--- src/design/isaf_pkg.sv ---
// shared types and constants for the inverse-square attractor force core
package isaf_pkg;

    localparam int FRAC_BITS = 16;
    localparam int DATA_W = 32;
    localparam int SQRT_STEPS = 32;
    localparam int DIV_STEPS = 31;

    localparam logic [DATA_W-1:0] RANGE_RESET = DATA_W'(64'd2 << FRAC_BITS);
    localparam logic [DATA_W-1:0] STRENGTH_RESET = DATA_W'(64'd10 << FRAC_BITS);

    // register word indexes
    localparam logic REG_RANGE = 1'b0;
    localparam logic REG_STRENGTH = 1'b1;

    typedef struct packed {
        logic signed [DATA_W-1:0] source_x;
        logic signed [DATA_W-1:0] source_y;
        logic signed [DATA_W-1:0] source_z;
        logic signed [DATA_W-1:0] body_x;
        logic signed [DATA_W-1:0] body_y;
        logic signed [DATA_W-1:0] body_z;
    } in_item_t;

    typedef struct packed {
        logic signed [DATA_W-1:0] force_x;
        logic signed [DATA_W-1:0] force_y;
        logic signed [DATA_W-1:0] force_z;
        logic                     in_range;
    } out_item_t;

    // one step of the square root chain
    typedef struct packed {
        logic                   valid;
        logic [63:0]            rem;
        logic [31:0]            root;
        logic [63:0]            s;
        logic                   ok;
        logic [2:0]             neg;
        logic [2:0][31:0]       mag;
    } sq_stage_t;

    // one step of the three-lane divider chain
    typedef struct packed {
        logic                   valid;
        logic                   ok;
        logic [2:0]             neg;
        logic [2:0]             sat;
        logic [126:0]           dsh;
        logic [2:0][127:0]      rem;
        logic [2:0][30:0]       quo;
    } div_stage_t;

endpackage

--- src/design/isaf_div_cell.sv ---
// one quotient bit of three restoring dividers sharing a divisor
module isaf_div_cell (
    input  logic                aclk,
    input  logic                aresetn,
    input  logic                adv,
    input  isaf_pkg::div_stage_t stage_in,
    output isaf_pkg::div_stage_t stage_out
);
    import isaf_pkg::*;

    div_stage_t   stage_reg;
    div_stage_t   stage_next;
    logic [127:0] dbl [3];
    logic [2:0]   take;

    // shift remainder, subtract divisor where it fits
    always_comb begin
        stage_next = stage_in;
        for (int i = 0; i < 3; i++) begin
            dbl[i] = {stage_in.rem[i][126:0], 1'b0};
            take[i] = (dbl[i] >= {1'b0, stage_in.dsh});
            stage_next.rem[i] = take[i] ? (dbl[i] - {1'b0, stage_in.dsh}) : dbl[i];
            stage_next.quo[i] = {stage_in.quo[i][29:0], take[i]};
        end
    end

    always_ff @(posedge aclk) begin
        if (!aresetn) begin
            stage_reg.valid <= 1'b0;
        end else if (adv) begin
            stage_reg <= stage_next;
        end
    end

    assign stage_out = stage_reg;

endmodule

--- config.mk ---
export PLATFORM = sky130hd
export DESIGN_NAME = isaf_div_cell
export DESIGN_NICKNAME = d
export VERILOG_FILES = /design/src/design/isaf_pkg.sv /design/src/design/isaf_div_cell.sv
export SDC_FILE = /design/constraint.sdc
export NUM_CORES = 2
export LEC_CHECK = 0
export BUFFER_PORTS_ARGS = -buffer_cell sky130_fd_sc_hd__buf_2
export CAP_MARGIN = 20
export CORE_AREA = 2 2 482 484
export DETAILED_ROUTE_END_ITERATION = 6
export DIE_AREA = 0 0 484 486
export SYNTH_ARGS = -nofsm -noshare
export SYNTH_HDL_FRONTEND = slang
export SYNTH_SLANG_ARGS = --single-unit
export TNS_END_PERCENT = 1
--- constraint.sdc ---
create_clock -name aclk -period 21 [get_ports aclk]
set_input_delay 1.05 -clock aclk [delete_from_list [all_inputs] [get_ports aclk]]
set_output_delay 1.05 -clock aclk [all_outputs]
set_load 0.01 [all_outputs]
# --- Yosys cells after proc, flatten, opt, wreduce, memory -nomap -nowiden ---
# Index checks and enable logic that the tools add are counted.
totals:
  reg_bits: 612
  word_cells: 24
classes:
  addsub: 3
  magnitude_cmp: 3
  muxes: 3
  reduce_logical: 1
op_table:
  columns: ["cell", "count"]
  rows:
  - ["$ge A128 B127 Y1", 3]
  - ["$mux W128", 3]
  - ["$sub A128 B127 Y128", 3]
  - ["$reduce_and A2 Y1", 1]

# --- Depth between registers and ports, before layout ---
logic_depth:
  word_depth: 2
  ltp_mapped: 18

# --- Worst setup path after synthesis ---
# OpenSTA, ideal clock, no wires.
synth_timing:
  path_type: "input port to flip-flop"
  start: "in adv"
  end: "reg stage_reg (netlist bit stage_out[0]), enable pin"
  setup_ps: 1054
  arrival_time_ps: 14748
  required_ps: 19946
  slack_ps: 5198
  cell_stages: 1
  n_path_buf: 0
  path_cell_list: "and2_1"
synth_via:
  elab_chain_cells: 1
synth_lines:
  columns: ["item", "line", "source"]
  rows:
  - ["start, declared", "isaf_div_cell.sv:5", "input logic adv,"]
  - ["$reduce_and A2 Y1 (no source line)", null, null]
  - ["end signal, assigned", "isaf_div_cell.sv:31", "stage_reg <= stage_next;"]
  - ["end, declared", "isaf_div_cell.sv:11", "div_stage_t stage_reg;"]
# Every way passes these cells.
# A chain may end at the register's enable or synchronous reset.

==> key figures <==
Layout
  – Post-Layout Cell Count: 9775
  – Commonest non-fill, non-tap cell in the layout: buf_2
  – Layout cells sized above 1: 23.1%
  – Most frequent cells in the layout: 1220 x buf_2, 684 x a21oi_1, 651 x nand2_1
  – Area Overhead vs Synth: 24.1%
  – Final Cell Area: 60700 µm²
  – Layout net count: 7607
  – Max FFs per register: 612

Place
  – Area of placed instances: 57800 µm²
  – Inst Count DP: 9552
  – Gpl congestion: 0.974
  – IO buf count: 1220
  – Setup WS pre-CTS: 12.48 ns
  – DP Wirelength: 257 mm

Routing
  – Vias per Instance: 5.15
  – DRT Pass-1 Iters: 6
  – Routed Antenna Nets: 0
  – Total routed wirelength: 297 mm
  – # DRC: 0
  – Number of DRC markers after the initial detailed-route iteration: 5284
  – WL/cell: 30.4 µm
  – Routed vias: 50338

STA
  – Setup Viol. Count Final: 0
  – Clock Skew: 0 ns
  – Worst slew margin: 23.5%
  – Final TNS setup: 0 ns
  – Fin. Hold Viols: 0
  – RSZ-0062 raised after global routing: no
  – Final Worst Setup Slack: 13.38 ns
  – Post-route minimum period: 7.62 ns
  – Crit share post-route: 36.3%
  – Fin. max-slew vios: 0
  – Slew of the pin with the lowest slew margin: 1.15 ns
  – Hold slack: 0.470 ns
  – Max frequency: 131 MHz

Die
  – Die area: 235000 µm²
  – # IOs: 1227
  – Effective utilization at floorplan: 21.3%
  – Die Ht: 486 µm
  – Row cnt: 176
  – Core area: 229000 µm²
  – Die width: 484 µm

CTS
  – Htree depth: 3
  – Clk_lat worst skew: 0.72 ns
  – Resize count post-CTS: 0
  – Max clock buf depth: 3
  – CTS tree: built
  – Clk slew on worst S/H paths: 0.06 ns
  – Cts hold-fix bufs: 0
  – Number of CTS-inserted buffers: 80
  – # Post-CTS Setup Buffers: 0
  – CTS Root Cell: clkbuf_16
  – # clock sinks: 612

Logic synthesis
  – Register area share after synthesis: 37.6%
  – Post-synthesis mux area share: 0.629%
  – Avg Cell Area, Syn: 8.78 µm²
  – Synth Flop Type: edfxtp_1
  – Post-Synth Adder-Cell Area: 9.87%
  – Post-Synth XOR/XNOR Area: 6.45%
  – Largest family of logic cells by synthesized area: compound AO/OA/AOI/OAI gates
  – Synthesized flop and latch total: 612
  – EDFF count, synth: 611
  – Mapped Cells: 5569
  – Synth Area in Compound Gates: 25.0%
  – Netlist Area Pre-Place: 48900 µm²
  – Ys Warns: 0
  – Post-Syn Nets: 6568
  – Area share of and/or/nand/nor cells after synthesis: 15.7%
  – Synth async-reset ratio: 0%
  – Unique masters post-synth: 111

Critical path
  – WS Path Type: in -> reg
  – Crit path from: stage_in[477]
  – Slowest stage delay, CP: 0.70 ns
  – R2r endpoint: stage_out[611]
  – Critical Path RT: 21.47 ns
  – Reg2Reg Setup Slack: 20.41 ns
  – CP max stage cell: buf_4
  – R2R Path Start: stage_out[611]
  – CP most frequent cell: buf_4
  – Crit path launch type: primary input
  – Reg2reg path depth: 2
  – Critical path, cell by cell: buf_2, inv_1, fa_1, a21o_1, a221oi_2, o221ai_2, nand2_1, a21oi_2, o21ai_2, nand2_2, a21oi_2, buf_4, and3b_1, o31a_2, buf_4, buf_4, buf_4, buf_4, mux2_4
  – Critical Path End: stage_out[396]
  – CP max FO: 69
  – Worst Setup End Kind: register
  – Critical path arrival: 8.09 ns

GRT
  – First-pass GRT wire length: 397 mm
  – Overall routing resource usage: 24.1%
  – Largest net degree at the start of global routing: 135
  – Via count of the first global-routing pass: 47767
  – Initial antenna violation count: 134
  – GRT overflow: 0

Hold path
  – HP Class: in -> reg
  – Min-Delay Path Depth: 1

Power
  – Power Dens Cells: 75.9 nW/µm²
  – Max VDD drop: 0.0528 mV
  – LEAKAGE: 24.8 nW

Run status
  – Status: finished, final reports clean

Job
  – Max cap viols: 0
worst max-delay path: cells and delay by family:
family	cells	cell delay (ns)
buffers and inverters	7	3.05
AO/OA/AOI/OAI	7	2.39
adder cells (fa/ha/maj)	1	0.51
AND/OR/NAND/NOR	3	0.50
multiplexers	1	0.35
layer usage:
layer / track usage [%] / wire (µm) / vias up
met3: 5.50 / 23500 / 424
met1: 31.6 / 128000 / 24678
li1: - / - / 22688
met5: 0.367 / 295 / -
met4: 11.2 / 14100 / 28
met2: 37.4 / 132000 / 2520
cells by family after synthesis:
| kind of cell | count (synthesis) |
|---|---|
| compound gates | 1976 |
| fa+ha+maj | 384 |
| buf+inv | 555 |
| mux | 25 |
| flops | 612 |
| simple gates | 1657 |
| xor+xnor | 360 |
Yosys cell counts, types with 11 or more instances:
cell type	n	area share, %
a21oi_1	684	7.0
nand2_1	651	5.0
edfxtp_1	611	38
nor2_1	422	3.2
o21ai_0	400	4.1
ha_1	381	9.7
a21o_1	241	3.7
inv_1	241	1.8
xnor2_1	206	3.7
nand4_1	196	2.5
clkbuf_1	188	1.4
o21ai_1	155	1.6
xor2_1	154	2.8
o21bai_1	126	1.9
buf_2	94	0.96
nor3_1	72	0.74
nand3_1	58	0.59
o21a_1	57	0.87
a31oi_1	41	0.52
nand2b_1	38	0.49
nor4_1	36	0.46
nor2b_1	35	0.45
o31ai_1	32	0.49
a211oi_1	27	0.41
o211ai_1	27	0.41
or2_2	25	0.32
or3_1	22	0.28
a21boi_0	21	0.32
and2_1	18	0.23
and3_1	18	0.23
o221ai_1	13	0.23
and4_1	12	0.21
buf_6	11	0.25
mux2_2	11	0.25
cell type report:
type                       count  area [µm²]
fill                       25094      169000
multi-input combinational   4402       28200
sequential                   612       18400
timing repair buffer        1268        6480
tap                         3026        3790
clock buffer                  90        2040
inverter                     244         916
clock inverter                56         683
antenna                       77         193
worst min-delay path by stage:
| stage | endpoint | start | slack, ns |
|---|---|---|---|
| 4_1_cts | stage_out[42] | stage_in[41] | 0.39 |
| 3_5_place_dp | stage_out[611] | stage_out[611] | 0.51 |
| 3_3_place_gp | stage_out[611] | stage_out[611] | 0.51 |
| 6_report | stage_out[64] | stage_in[63] | 0.47 |
| 5_1_grt | stage_out[58] | stage_in[57] | 0.41 |
| 2_1_floorplan | stage_out[611] | stage_out[611] | 0.54 |
power by group:
group	internal [mW]	switching (mW)	total, mW	leakage [nW]
logic	0.509	1.06	1.57	17.8
registers	1.51	0.0486	1.56	5.72
clock network	0.838	0.642	1.48	1.31
total	2.86	1.75	4.61	24.8
through the flow:
stage | util (%) | power [mW]
finish | 26.5 | 4.61
global route | 26.4 | 4.81
CTS | 26.4 | 4.64
detailed placement | 25.2 | 3.12
global placement | 25.2 | 3.13
floorplan | - | 2.47
Power figures use the tool's default switching activity.
