### src/design/isaf_pkg.sv
// shared types and constants for the inverse-square attractor force core
package isaf_pkg;

    localparam int FRAC_BITS = 16;
    localparam int DATA_W = 32;
    localparam int SQRT_STEPS = 32;
    localparam int DIV_STEPS = 31;

    localparam logic [DATA_W-1:0] RANGE_RESET = DATA_W'(64'd2 << FRAC_BITS);
    localparam logic [DATA_W-1:0] STRENGTH_RESET = DATA_W'(64'd10 << FRAC_BITS);

    // register word indexes
    localparam logic REG_RANGE = 1'b0;
    localparam logic REG_STRENGTH = 1'b1;

    typedef struct packed {
        logic signed [DATA_W-1:0] source_x;
        logic signed [DATA_W-1:0] source_y;
        logic signed [DATA_W-1:0] source_z;
        logic signed [DATA_W-1:0] body_x;
        logic signed [DATA_W-1:0] body_y;
        logic signed [DATA_W-1:0] body_z;
    } in_item_t;

    typedef struct packed {
        logic signed [DATA_W-1:0] force_x;
        logic signed [DATA_W-1:0] force_y;
        logic signed [DATA_W-1:0] force_z;
        logic                     in_range;
    } out_item_t;

    // one step of the square root chain
    typedef struct packed {
        logic                   valid;
        logic [63:0]            rem;
        logic [31:0]            root;
        logic [63:0]            s;
        logic                   ok;
        logic [2:0]             neg;
        logic [2:0][31:0]       mag;
    } sq_stage_t;

    // one step of the three-lane divider chain
    typedef struct packed {
        logic                   valid;
        logic                   ok;
        logic [2:0]             neg;
        logic [2:0]             sat;
        logic [126:0]           dsh;
        logic [2:0][127:0]      rem;
        logic [2:0][30:0]       quo;
    } div_stage_t;

endpackage

### src/design/isaf_sqrt_cell.sv
// one bit of the digit-by-digit integer square root
module isaf_sqrt_cell #(
    parameter int BIT = 0
) (
    input  logic               aclk,
    input  logic               aresetn,
    input  logic               adv,
    input  isaf_pkg::sq_stage_t stage_in,
    output isaf_pkg::sq_stage_t stage_out
);
    import isaf_pkg::*;

    sq_stage_t   stage_reg;
    sq_stage_t   stage_next;
    logic [65:0] trial;
    logic        take;

    // (root + 2^bit)^2 - root^2 against the remaining radicand
    always_comb begin
        stage_next = stage_in;
        trial = ({34'd0, stage_in.root} << (BIT + 1)) + (66'd1 << (2 * BIT));
        take = ({2'b00, stage_in.rem} >= trial);
        if (take) begin
            stage_next.rem = stage_in.rem - trial[63:0];
            stage_next.root = stage_in.root | (32'd1 << BIT);
        end
    end

    always_ff @(posedge aclk) begin
        if (!aresetn) begin
            stage_reg.valid <= 1'b0;
        end else if (adv) begin
            stage_reg <= stage_next;
        end
    end

    assign stage_out = stage_reg;

endmodule

### config.mk
export PLATFORM = sky130hd
export DESIGN_NAME = isaf_sqrt_cell
export DESIGN_NICKNAME = d
export VERILOG_FILES = /design/src/design/isaf_pkg.sv /design/src/design/isaf_sqrt_cell.sv
export SDC_FILE = /design/constraint.sdc
export NUM_CORES = 1
export LEC_CHECK = 0
export BUFFER_PORTS_ARGS = -buffer_cell sky130_fd_sc_hd__buf_4
export CAP_MARGIN = 10
export CELL_PAD_IN_SITES_DETAIL_PLACEMENT = 1
export CELL_PAD_IN_SITES_GLOBAL_PLACEMENT = 1
export CORE_AREA = 2 2 206 208
export CTS_CLUSTER_SIZE = 24
export DETAILED_ROUTE_END_ITERATION = 6
export DIE_AREA = 0 0 208 210
export GPL_TIMING_DRIVEN = 0
export PLACE_DENSITY_LB_ADDON = 0.25
export SKIP_CTS_REPAIR_TIMING = 1
export SLEW_MARGIN = 20
export SYNTH_ARGS = -nofsm -noshare
export SYNTH_HDL_FRONTEND = slang
export SYNTH_SLANG_ARGS = --single-unit
### constraint.sdc
create_clock -name aclk -period 12.19 [get_ports aclk]
set_input_delay 2.438 -clock aclk [delete_from_list [all_inputs] [get_ports aclk]]
set_output_delay 2.438 -clock aclk [all_outputs]
set_load 0.05 [all_outputs]
==> Yosys cells after proc, flatten, opt, wreduce, memory -nomap -nowiden <==
Index checks and enable logic that the tools add are counted.
{ "word_totals": {"register_bits": 261, "inputBits": 264, "out_inout_bits": 261, "wordCells": 15} }
{ "classes": {"n_addsub": 2, "n_lt_le_gt_ge": 1, "muxes": 1, "n_reduce_logical": 1} }
{ "ops": {"columns": ["op", "n"], "rows": [
  ["two-way mux 96 bit", 1],
  ["greater-or-equal comparator 64 x 34 -> 1 bit", 1],
  ["subtractor 64 x 34 -> 64 bit", 1],
  ["adder 33 x 1 -> 34 bit, second input constant", 1],
  ["AND reduction 2 bit", 1]
]} }

==> Longest topological paths before layout <==
Gate-level depths: netlist of the first run.
{ "logic_depth": {"depth_word": 3, "ltp_mapped": 13, "depth_no_buf": 11} }

==> Worst setup path before layout of the first run <==
No wires, ideal clock.
{ "synth_timing": {"kind": "input to register", "start": "in adv", "end": "reg stage_reg (netlist bit stage_out[0]), enable pin", "setup_time_ns": 0.653, "t_arrival_ns": 8.313, "t_required_ns": 11.537, "slack_ns": 3.225, "path_stages": 1, "n_path_buf": 0, "path_cell_list": "and2_1"} }
{ "synth_between": {"elab_chain_len": 1} }
{ "synth_rtl": {"columns": ["element", "line_no", "text"], "rows": [
  ["from (decl)", "isaf_sqrt_cell.sv:7", "input logic adv,"],
  ["AND reduction 2 bit (no line)", null, null],
  ["to (signal assigned)", "isaf_sqrt_cell.sv:33", "stage_reg <= stage_next;"],
  ["to (decl)", "isaf_sqrt_cell.sv:13", "sq_stage_t stage_reg;"]
]} }
Every way passes these cells.
A chain may end at the register's enable or synchronous reset.

==> flow_summary.ini, run 1 <==
[cts]
tritoncts_num_sinks = 261
clock_latency_ns = 0.57
htree_levels = 1
cts.path.max_buffers = 3
cts.root.buffer_cell = sky130_fd_sc_hd__clkbuf_16
tritoncts = yes
cts.reportedPaths.clkPinSlew_ns = 0.06
tritoncts.num_buffers = 31

[power_and_ir_drop]
fin_total_pwr_mw = 2.65
leakagePower_nw = 7.01
vdd.ir_drop.worst_mv = 0.0933
power_density_nw_per_um2 = 156

[sta]
grt_setup_unrepaired = no
period_needed_ns = 5.26
finalMaxSlewViolations = 0
finClkSkew_ns = 0
finalSetupViolCount = 0
whs_ns = 0.605
timing.slew.headroom = 0.365
final_hold_viol_count = 0
timing.final.crit_share = 0.432
worst_pin_slew_ns = 0.943
setup-tns-final_ns = 0
layout_setup_ws_ns = 6.93
fmax_ghz = 0.190

[critical_path]
worst_path_most_repeated_cell = sky130_fd_sc_hd__a21o_1
cp_num_buf_inv = 3
setup.worst_path.class = in2reg
timing.critical_path.arrival_ns = 5.59
cp_cell_sequence = buf_4 > inv_1 > ha_1 > clkbuf_1 > a21o_1 > o21bai_1 > a221o_1 > o311ai_0 > a21o_1 > nor4b_4 > nand4_1 > xnor2_1
cp_data_required_time_ns = 12.52
critPathCaptureType = flip-flop
critical-path-top-delay-family = compound AO/OA/AOI/OAI gates
worstSetupStartpointType = input pin
path_max_fanout = 9
cp_slowest_stage_delay_ns = 0.66
crit_path_top_delay_cell = sky130_fd_sc_hd__o311ai_0

[drt]
drtIter0Drc = 427
route.antenna.remaining_nets = 0
detail_routed_net_length_per_standard_cell_microns = 24.2
routed_wirelength_microns = 45700
detail_route.vias_per_cell = 4.65
drc = 0
detailroute.via_count = 8783
drt_pass1_iterations = 6

[global_routing]
grt_max_degree = 59
grt_first_pass_wirelength_microns = 64700
first_global_vias = 9300
grt_overflow_total = 0
global_routing_usage_summed_across_all_routing_layers = 0.201
grt_antenna_before_repair = 13

[floorplanning]
floorplan.io_pins = 525
floorplan.core_area_sq_um = 41500
num_rows = 75
die_area_sq_um = 43700
initial_core_util = 0.271
die_h_microns = 210
floorplan.die.width_microns = 208

[final_layout]
syn2layout_area_growth_pct = 51.8
final_cell_mix = 525 x sky130_fd_sc_hd__buf_4, 260 x sky130_fd_sc_hd__edfxtp_1, 58 x sky130_fd_sc_hd__nor2_1
final_net_count = 1619
largest_register_ffs = 261
final_layout_size_suffix_gt1_frac = 0.464
fillerInstances = 4409
mostFrequentLayoutCell = sky130_fd_sc_hd__buf_4

[logic_synthesis]
postSynthAreaPerCell_sq_um = 14.8
post_synth_edffs = 260
post_synth_and_or_nand_nor_area_fraction = 0.104
syn-cell-area_sq_um = 11200
synth-seq-area-share = 0.697
synthFlopType = sky130_fd_sc_hd__edfxtp_1
synthDistinctLibCells = 73
yosys-mux-area-fraction = 0.00958
synth_top_area_frac = 0.695
synth_area_leaders = sky130_fd_sc_hd__edfxtp_1 70%, sky130_fd_sc_hd__ha_1 3.7%, sky130_fd_sc_hd__xnor2_1 2.7%
yosys_warnings = 0
synth.net_count = 1057
synthArstFlopShare = 0
synth-xor-area-share = 0.0491
yosys_register_bits = 261
synth_top_family_by_area = simple AND/OR/NAND/NOR gates
synth_top_area_cell = sky130_fd_sc_hd__edfxtp_1
post_synth_fa_ha_maj_area_fraction = 0.0386
synth_cells = 759
synth_compound_gate_area_share = 0.0789

[placement]
detailedPlace.worstSlack_ns = 6.29
post-dp-hpwl_microns = 36700
port-buffer-count = 524
finalWeightedCongestion = 0.840

[hold_path]
worst_hold_path_type = reg2reg

[run]
cap_violations = 0

[status]
status = finished, final reports clean
metrics by stage:
stage,cells,instance area [sq um],utilization
5_1_grt,1887,17000,0.411
4_1_cts,1885,17000,0.411
6_report,1888,17000,0.411
2_1_floorplan,759,11200,-
3_3_place_gp,1822,15800,0.382
3_5_place_dp,1827,16000,0.385
routing by layer:
layer	up-vias	wire, microns	global-route usage
met5	-	112	0
met4	18	926	0.0484
met3	62	4100	0.0740
met2	319	23200	0.355
met1	4377	17300	0.230
li1	4007	-	-
tightest hold or removal path: stages, from the launching register on:
cell and delay, ns:
sky130_fd_sc_hd__dfxtp_1 0.35, sky130_fd_sc_hd__mux2i_1 0.14, sky130_fd_sc_hd__nor2b_1 0.07
power breakdown:
part	switching, mW	internal, mW	total (mW)	leakage [nW]
sequential	0.0190	1.07	1.09	2.45
combinational	0.391	0.198	0.589	4.04
clock	0.394	0.584	0.978	0.524
final timing paths:
check                                    start        endpoint  slack (ns)  depth (start not counted)
worst max-delay path             stage_in[172]  stage_out[254]        6.93                         12
worst min-delay path            stage_out[260]  stage_out[260]        0.61                          2
worst max register to register  stage_out[260]  stage_out[260]       11.50                          2
worst min register to register  stage_out[260]  stage_out[260]        0.61                          2
kinds of logic after synthesis:
group | after synthesis
AO/OA/AOI/OAI | 132
AND/OR/NAND/NOR | 202
adder cells (fa/ha/maj) | 34
multiplexers | 8
buffers and inverters | 59
flip-flops | 261
XOR/XNOR | 63
synth_stat cells (4+ instances only):
master                     number
sky130_fd_sc_hd__xor2_1        29
sky130_fd_sc_hd__edfxtp_1     260
sky130_fd_sc_hd__o21ai_0       16
sky130_fd_sc_hd__and2_1         5
sky130_fd_sc_hd__a21oi_1       53
sky130_fd_sc_hd__a221o_1        4
sky130_fd_sc_hd__or3_1          6
sky130_fd_sc_hd__nor2_1        58
sky130_fd_sc_hd__inv_1         36
sky130_fd_sc_hd__a21o_1        14
sky130_fd_sc_hd__o21bai_1       4
sky130_fd_sc_hd__nor3_1        11
sky130_fd_sc_hd__o21a_1         4
sky130_fd_sc_hd__clkbuf_1      15
sky130_fd_sc_hd__nand3_1       14
sky130_fd_sc_hd__xnor2_1       34
sky130_fd_sc_hd__and3_1         5
sky130_fd_sc_hd__nand4_1       15
sky130_fd_sc_hd__nand2_1       40
sky130_fd_sc_hd__o211ai_1       4
sky130_fd_sc_hd__nand2b_1       4
sky130_fd_sc_hd__ha_1          33
sky130_fd_sc_hd__mux2_4         5
sky130_fd_sc_hd__buf_6          4
sky130_fd_sc_hd__nor4_2         9
sky130_fd_sc_hd__a31oi_1        4
sky130_fd_sc_hd__nor2b_1        6
final cells by class:
type	count	area, sq um	share of cell area
clock inverters	23	259	0.0152
flip-flops and latches	261	7830	0.459
clock buffers	35	811	0.0476
well taps	539	674	0.0396
repair buffers	529	4060	0.238
multi-input cells	439	3150	0.185
inverters	36	135	0.00793
plain buffers	23	123	0.00719
diodes	3	7.51	0.000440
No activity file was read; power rests on OpenSTA's default activity.
==> run 2: changes to the inputs <==
ABC_AREA = 1   (was default)
CORE_AREA = default   (was 2 2 206 208)
CORE_ASPECT_RATIO = 0.5   (was default)
CORE_MARGIN = 2   (was default)
CORE_UTILIZATION = 32   (was default)
DIE_AREA = default   (was 0 0 208 210)
clock period = 4.3 ns   (was 12.19 ns; I/O delays follow)
==> flow_summary.ini, run 2 <==
[final_layout]
final_cell_mix = 526 x sky130_fd_sc_hd__buf_4, 420 x sky130_fd_sc_hd__nand2_1, 260 x sky130_fd_sc_hd__edfxtp_1
mostFrequentLayoutCell = sky130_fd_sc_hd__buf_4
syn2layout_area_growth_pct = 43.6
multi_input_comb_area_sq_um = 4040
sequential_area_sq_um = 7830
final_layout_size_suffix_gt1_frac = 0.363
layout.cell_area.non_filler_sq_um = 18400
fillerInstances = 4555
layoutNonFillerInstCount = 2402
final_net_count = 2150
largest_register_ffs = 261

[sta]
final_hold_viol_count = 0
worst_pin_slew_ns = 0.435
timing.final.crit_share = 0.645
period_needed_ns = 2.77
grt_setup_unrepaired = no
whs_ns = 0.468
timing.slew.headroom = 0.709
fmax_ghz = 0.360
finalMaxSlewViolations = 0
finClkSkew_ns = 0
finalSetupViolCount = 0

[hold_path]
worst_hold_path_type = in2reg
hold_start = stage_in[82]

[floorplanning]
num_rows = 51
die_area_sq_um = 41800
floorplan.die.width_microns = 287
floorplan.core_area_sq_um = 39200
initial_core_util = 0.327
floorplan.io_pins = 525
die_h_microns = 146

[critical_path]
critPathCaptureType = flip-flop
cp_data_required_time_ns = 4.63
timing.critical_path.arrival_ns = 3.10
critical_path.startpoint = stage_in[164]
r2r_start = stage_out[260]
worstSetupStartpointType = input pin
r2r_slack_ns = 3.57
path_max_fanout = 4
setup.worst_path.class = in2reg

[run]
cap_violations = 0

[power_and_ir_drop]
power.switching_fraction = 0.329
leakagePower_nw = 8.38
power_density_nw_per_um2 = 382
p_clk_frac = 0.309
combinationalPowerShare = 0.253
fin_total_pwr_mw = 7.03
power_frac_seq = 0.438
p_switching_mw = 2.31
vdd.ir_drop.worst_mv = 0.232
internal-power_mw = 4.72

[drt]
drt_pass1_iterations = 4
drtIter0Drc = 459
detail_routed_net_length_per_standard_cell_microns = 20.6
route.antenna.remaining_nets = 0
detailroute.via_count = 10900
detail_route.vias_per_cell = 4.55
drc = 0
routed_wirelength_microns = 49600

[logic_synthesis]
synth.net_count = 1589
post_synth_edffs = 260
synth-seq-area-share = 0.611
yosys.cell_count.top_type = sky130_fd_sc_hd__nand2_1
syn-cell-area_sq_um = 12800
yosys_register_bits = 261
synth.cells.most_frequent = 421 x sky130_fd_sc_hd__nand2_1, 260 x sky130_fd_sc_hd__edfxtp_1, 215 x sky130_fd_sc_hd__inv_1
postSynthAreaPerCell_sq_um = 9.93
yosys_warnings = 0
synth_top_area_cell = sky130_fd_sc_hd__edfxtp_1
synth_cells = 1291
synthArstFlopShare = 0
synthDistinctLibCells = 33
synthFlopType = sky130_fd_sc_hd__edfxtp_1
synth_area_leaders = sky130_fd_sc_hd__edfxtp_1 61%, sky130_fd_sc_hd__nand2_1 12%, sky130_fd_sc_hd__inv_1 6.3%
synth_top_area_frac = 0.609

[status]
status = finished, final reports clean

[cts]
cts.path.max_buffers = 3
htree_levels = 1
clock_latency_ns = 0.55
tritoncts_num_sinks = 261
tritoncts.num_buffers = 26
cts.root.buffer_cell = sky130_fd_sc_hd__clkbuf_16
cts.reportedPaths.clkPinSlew_ns = 0.06
tritoncts = yes

[global_routing]
grt_antenna_before_repair = 5
grt_first_pass_wirelength_microns = 72000
grt_overflow_total = 0
grt_max_degree = 35
global_routing_usage_summed_across_all_routing_layers = 0.230
first_global_vias = 11100

[placement]
finalWeightedCongestion = 0.895
post-dp-hpwl_microns = 41700
place_area_sq_um = 17600
port-buffer-count = 524
place.detailed.instances = 2354
-- run 2: cell count changes after synthesis, sizes merged, moves of 14 or more --
cell / change
nand2: +410
inv: +182
nor2: +62
nand3: +39
xor2: -19
clkbuf: -15
xnor2: -14
-- run 2: cell type report --
class / instances / share of cell area
antenna: 1 / 0.000136
buffer: 10 / 0.00762
clock buffer: 31 / 0.0364
clock inverter: 16 / 0.00571
inverter: 219 / 0.0449
multi-input combinational: 801 / 0.220
sequential: 261 / 0.425
tap: 530 / 0.0360
timing repair buffer: 533 / 0.224
-- run 2: path summary, 6_finish.rpt --
| path | end | depth (start not counted) |
|---|---|---|
| max | stage_out[258] | 15 |
| min | stage_out[82] | 1 |
| max reg2reg | stage_out[260] | 2 |
| min reg2reg | stage_out[260] | 2 |
-- run 2: layer usage --
layer  track usage  wire (microns)
met1         0.276           20200
met2         0.426           25600
met3        0.0434            2520
met4        0.0549            1240
met5             0              39
-- run 2: cells by family (layout without fill, tap and decap cells) --
| kind of cell | after synthesis | after routing | share of synthesized area |
|---|---|---|---|
| simple gates | 653 | 653 | 0.210 |
| buf+inv | 229 | 809 | 0.0751 |
| compound gates | 84 | 84 | 0.0494 |
| flops | 261 | 261 | 0.611 |
| fa+ha+maj | 34 | 34 | 0.0338 |
| xor+xnor | 30 | 30 | 0.0205 |
| other cells | 0 | 1 | 0 |
-- run 2: power by group through the flow --
stage                     registers [mW]  clock network [mW]  logic, mW
final                               3.08                2.17       1.78
after global routing                3.09                2.34       1.88
after CTS                           3.08                2.25       1.80
after detailed placement            3.13                   0       1.79
after global placement              3.15                   0       1.75
after floorplan                     3.78                   0      0.439
-- run 2: worst max-delay path: stages --
cell	delay (ns)
sky130_fd_sc_hd__buf_4	0.08
sky130_fd_sc_hd__inv_1	0.08
sky130_fd_sc_hd__fa_1	0.53
sky130_fd_sc_hd__nand3_1	0.14
sky130_fd_sc_hd__nand3_2	0.13
sky130_fd_sc_hd__nand2_1	0.09
sky130_fd_sc_hd__nand2_1	0.09
sky130_fd_sc_hd__nand2_1	0.10
sky130_fd_sc_hd__nand2_1	0.18
sky130_fd_sc_hd__nand2_1	0.11
sky130_fd_sc_hd__nand2_1	0.14
sky130_fd_sc_hd__a21oi_1	0.35
sky130_fd_sc_hd__inv_1	0.09
sky130_fd_sc_hd__nand2_1	0.07
sky130_fd_sc_hd__nand2_1	0.05
-- run 2: metrics by stage --
| step | TNS, ns | setup WS, ns | util |
|---|---|---|---|
| final | 0 | 1.53 | 0.470 |
| after global routing | 0 | 1.41 | 0.470 |
| after floorplan | -226.96 | -0.873 | - |
| after global placement | -765.18 | -2.97 | 0.445 |
| after detailed placement | 0 | 0.943 | 0.450 |
| after CTS | 0 | 1.54 | 0.470 |
==> run 3: changes to the inputs <==
ABC_AREA = 0   (was 1)
CORE_UTILIZATION = 33   (was 32)
clock period = 2.4 ns   (was 4.3 ns; I/O delays follow)
==> flow_summary.ini, run 3 (synthesized netlist as in run 1, its figures left out) <==
[sta]
fmax_ghz = 0.361
grt_setup_unrepaired = yes
layout_setup_ws_ns = -0.372
timing.slew.headroom = 0.198
final_hold_viol_count = 0
finalSetupViolCount = 64
finalMaxSlewViolations = 0
finClkSkew_ns = 0
timing.final.crit_share = 1.15
worst_pin_slew_ns = 1.20
period_needed_ns = 2.77
setup-tns-final_ns = -12.59

[critical_path]
worstSetupStartpointType = input pin
r2r_slack_ns = 1.76
timing.critical_path.arrival_ns = 3.07
worst_r2r_path_depth = 2
critical-path-top-delay-family = simple AND/OR/NAND/NOR gates
r2r_start = stage_out[260]
setup.worst_path.class = in2reg
cp_data_required_time_ns = 2.70
cp_cell_sequence = buf_12 > inv_12 > ha_4 > or4b_4 > or3_4 > a311o_1 > o221a_4 > nor4b_4 > buf_4 > nand4_1 > xnor2_1
crit-reg2reg-capture = stage_out[260]
cp_slowest_stage_delay_ns = 0.48
path_max_fanout = 6
crit_path_top_delay_cell = sky130_fd_sc_hd__or4b_4
critPathCaptureType = flip-flop
cp_num_buf_inv = 3
crit_cells = 11

[floorplanning]
die_area_sq_um = 35600
die_h_microns = 134
floorplan.die.width_microns = 265
floorplan.io_pins = 525
floorplan.core_area_sq_um = 33300
initial_core_util = 0.337
num_rows = 47

[cts]
tritoncts_num_sinks = 261
tritoncts.num_buffers = 26
cts.root.buffer_cell = sky130_fd_sc_hd__clkbuf_16
tritoncts = yes
cts.reportedPaths.clkPinSlew_ns = 0.07
cts.path.max_buffers = 3
clock_latency_ns = 0.55
htree_levels = 1

[drt]
detailroute.via_count = 9211
drc = 0
detail_route.vias_per_cell = 5.00
drt_pass1_iterations = 5
drtIter0Drc = 548
detail_routed_net_length_per_standard_cell_microns = 25.0
routed_wirelength_microns = 46200
route.antenna.remaining_nets = 0

[power_and_ir_drop]
fin_total_pwr_mw = 13.2
power_density_nw_per_um2 = 715
vdd.ir_drop.worst_mv = 0.377
leakagePower_nw = 7.48

[global_routing]
global_routing_usage_summed_across_all_routing_layers = 0.233
grt_max_degree = 59
grt_antenna_before_repair = 3
first_global_vias = 9171
grt_first_pass_wirelength_microns = 61500
grt_overflow_total = 0

[final_layout]
syn2layout_area_growth_pct = 64.1
final_net_count = 1677
fillerInstances = 3323
final_layout_size_suffix_gt1_frac = 0.578
mostFrequentLayoutCell = sky130_fd_sc_hd__buf_4
final_cell_mix = 576 x sky130_fd_sc_hd__buf_4, 260 x sky130_fd_sc_hd__edfxtp_1, 45 x sky130_fd_sc_hd__nor2_1
largest_register_ffs = 261

[hold_path]
hold-path-cell-count = 1
worst_hold_path_type = in2reg
end_of_the_worst_hold_path = stage_out[168]
hold_start = stage_in[168]

[status]
failing_checks = negative setup slack
status = complete, but fails checks

[placement]
finalWeightedCongestion = 0.833
port-buffer-count = 524
post-dp-hpwl_microns = 34300

[run]
cap_violations = 0
==> run 3: changes by cell type in the layout (fill, tap and decap cells not counted), moves of 20 or more <==
| cell | delta |
|---|---|
| sky130_fd_sc_hd__a21oi_2 | -20 |
| sky130_fd_sc_hd__buf_4 | +50 |
| sky130_fd_sc_hd__ha_1 | -29 |
| sky130_fd_sc_hd__ha_4 | +24 |
| sky130_fd_sc_hd__inv_1 | -191 |
| sky130_fd_sc_hd__nand2_1 | -388 |
| sky130_fd_sc_hd__nand2_2 | -22 |
| sky130_fd_sc_hd__nand3_1 | -38 |
| sky130_fd_sc_hd__nor2_1 | -67 |
==> run 3: area by class of cell <==
| class | instances | area (sq um) | share of cell area |
|---|---|---|---|
| Antenna cell | 3 | 7.51 | 0.000407 |
| Sequential cell | 261 | 7830 | 0.425 |
| Buffer | 8 | 109 | 0.00591 |
| Clock buffer | 28 | 658 | 0.0357 |
| Tap cell | 441 | 552 | 0.0299 |
| Clock inverter | 20 | 200 | 0.0109 |
| Inverter | 36 | 166 | 0.00903 |
| Multi-Input combinational cell | 439 | 4080 | 0.221 |
| Timing Repair Buffer | 607 | 4830 | 0.262 |
==> run 3: power by group <==
group          switching (mW)  internal [mW]
Combinational            2.15           1.25
Clock                    1.92           2.33
Sequential              0.108           5.42
Total                    4.18           9.00
==> run 3: through the flow <==
stage          setup WS [ns]   util  hold WS, ns  instances  instance area, sq um
6_report              -0.372  0.554       0.0932       1843                 18400
5_1_grt               -0.389  0.554       0.0622       1841                 18400
4_1_cts               -0.550  0.511       0.0684       1776                 17000
3_5_place_dp           -1.15  0.486        0.575       1728                 16200
3_3_place_gp           -1.14  0.482        0.509       1724                 16100
2_1_floorplan         -0.557      -        0.579        759                 11600
==> run 3: layer usage <==
metal / vias to the layer above / part of all wire / global-route usage
met2: 319 / 0.52 / 0.405
met5: - / 0 / 0
li1: 4129 / - / -
met4: 0 / 0.028 / 0.0669
met1: 4681 / 0.38 / 0.282
met3: 82 / 0.071 / 0.0690
==> run 3: worst max-delay path by stage <==
stage / startpoint / to / slack [ns]
after floorplan: stage_in[195] / stage_out[254] / -0.56
after global placement: adv / stage_out[164] / -1.14
after detailed placement: stage_in[205] / stage_out[251] / -1.15
after CTS: stage_in[205] / stage_out[251] / -0.55
after global routing: stage_in[195] / stage_out[254] / -0.39
final: stage_in[195] / stage_out[254] / -0.37
==> run 3: worst reg2reg max path: cells and delay by family (launching register included) <==
family        cells  cell delay, ns
flops             1            0.33
simple gates      1            0.07
mux               1            0.14
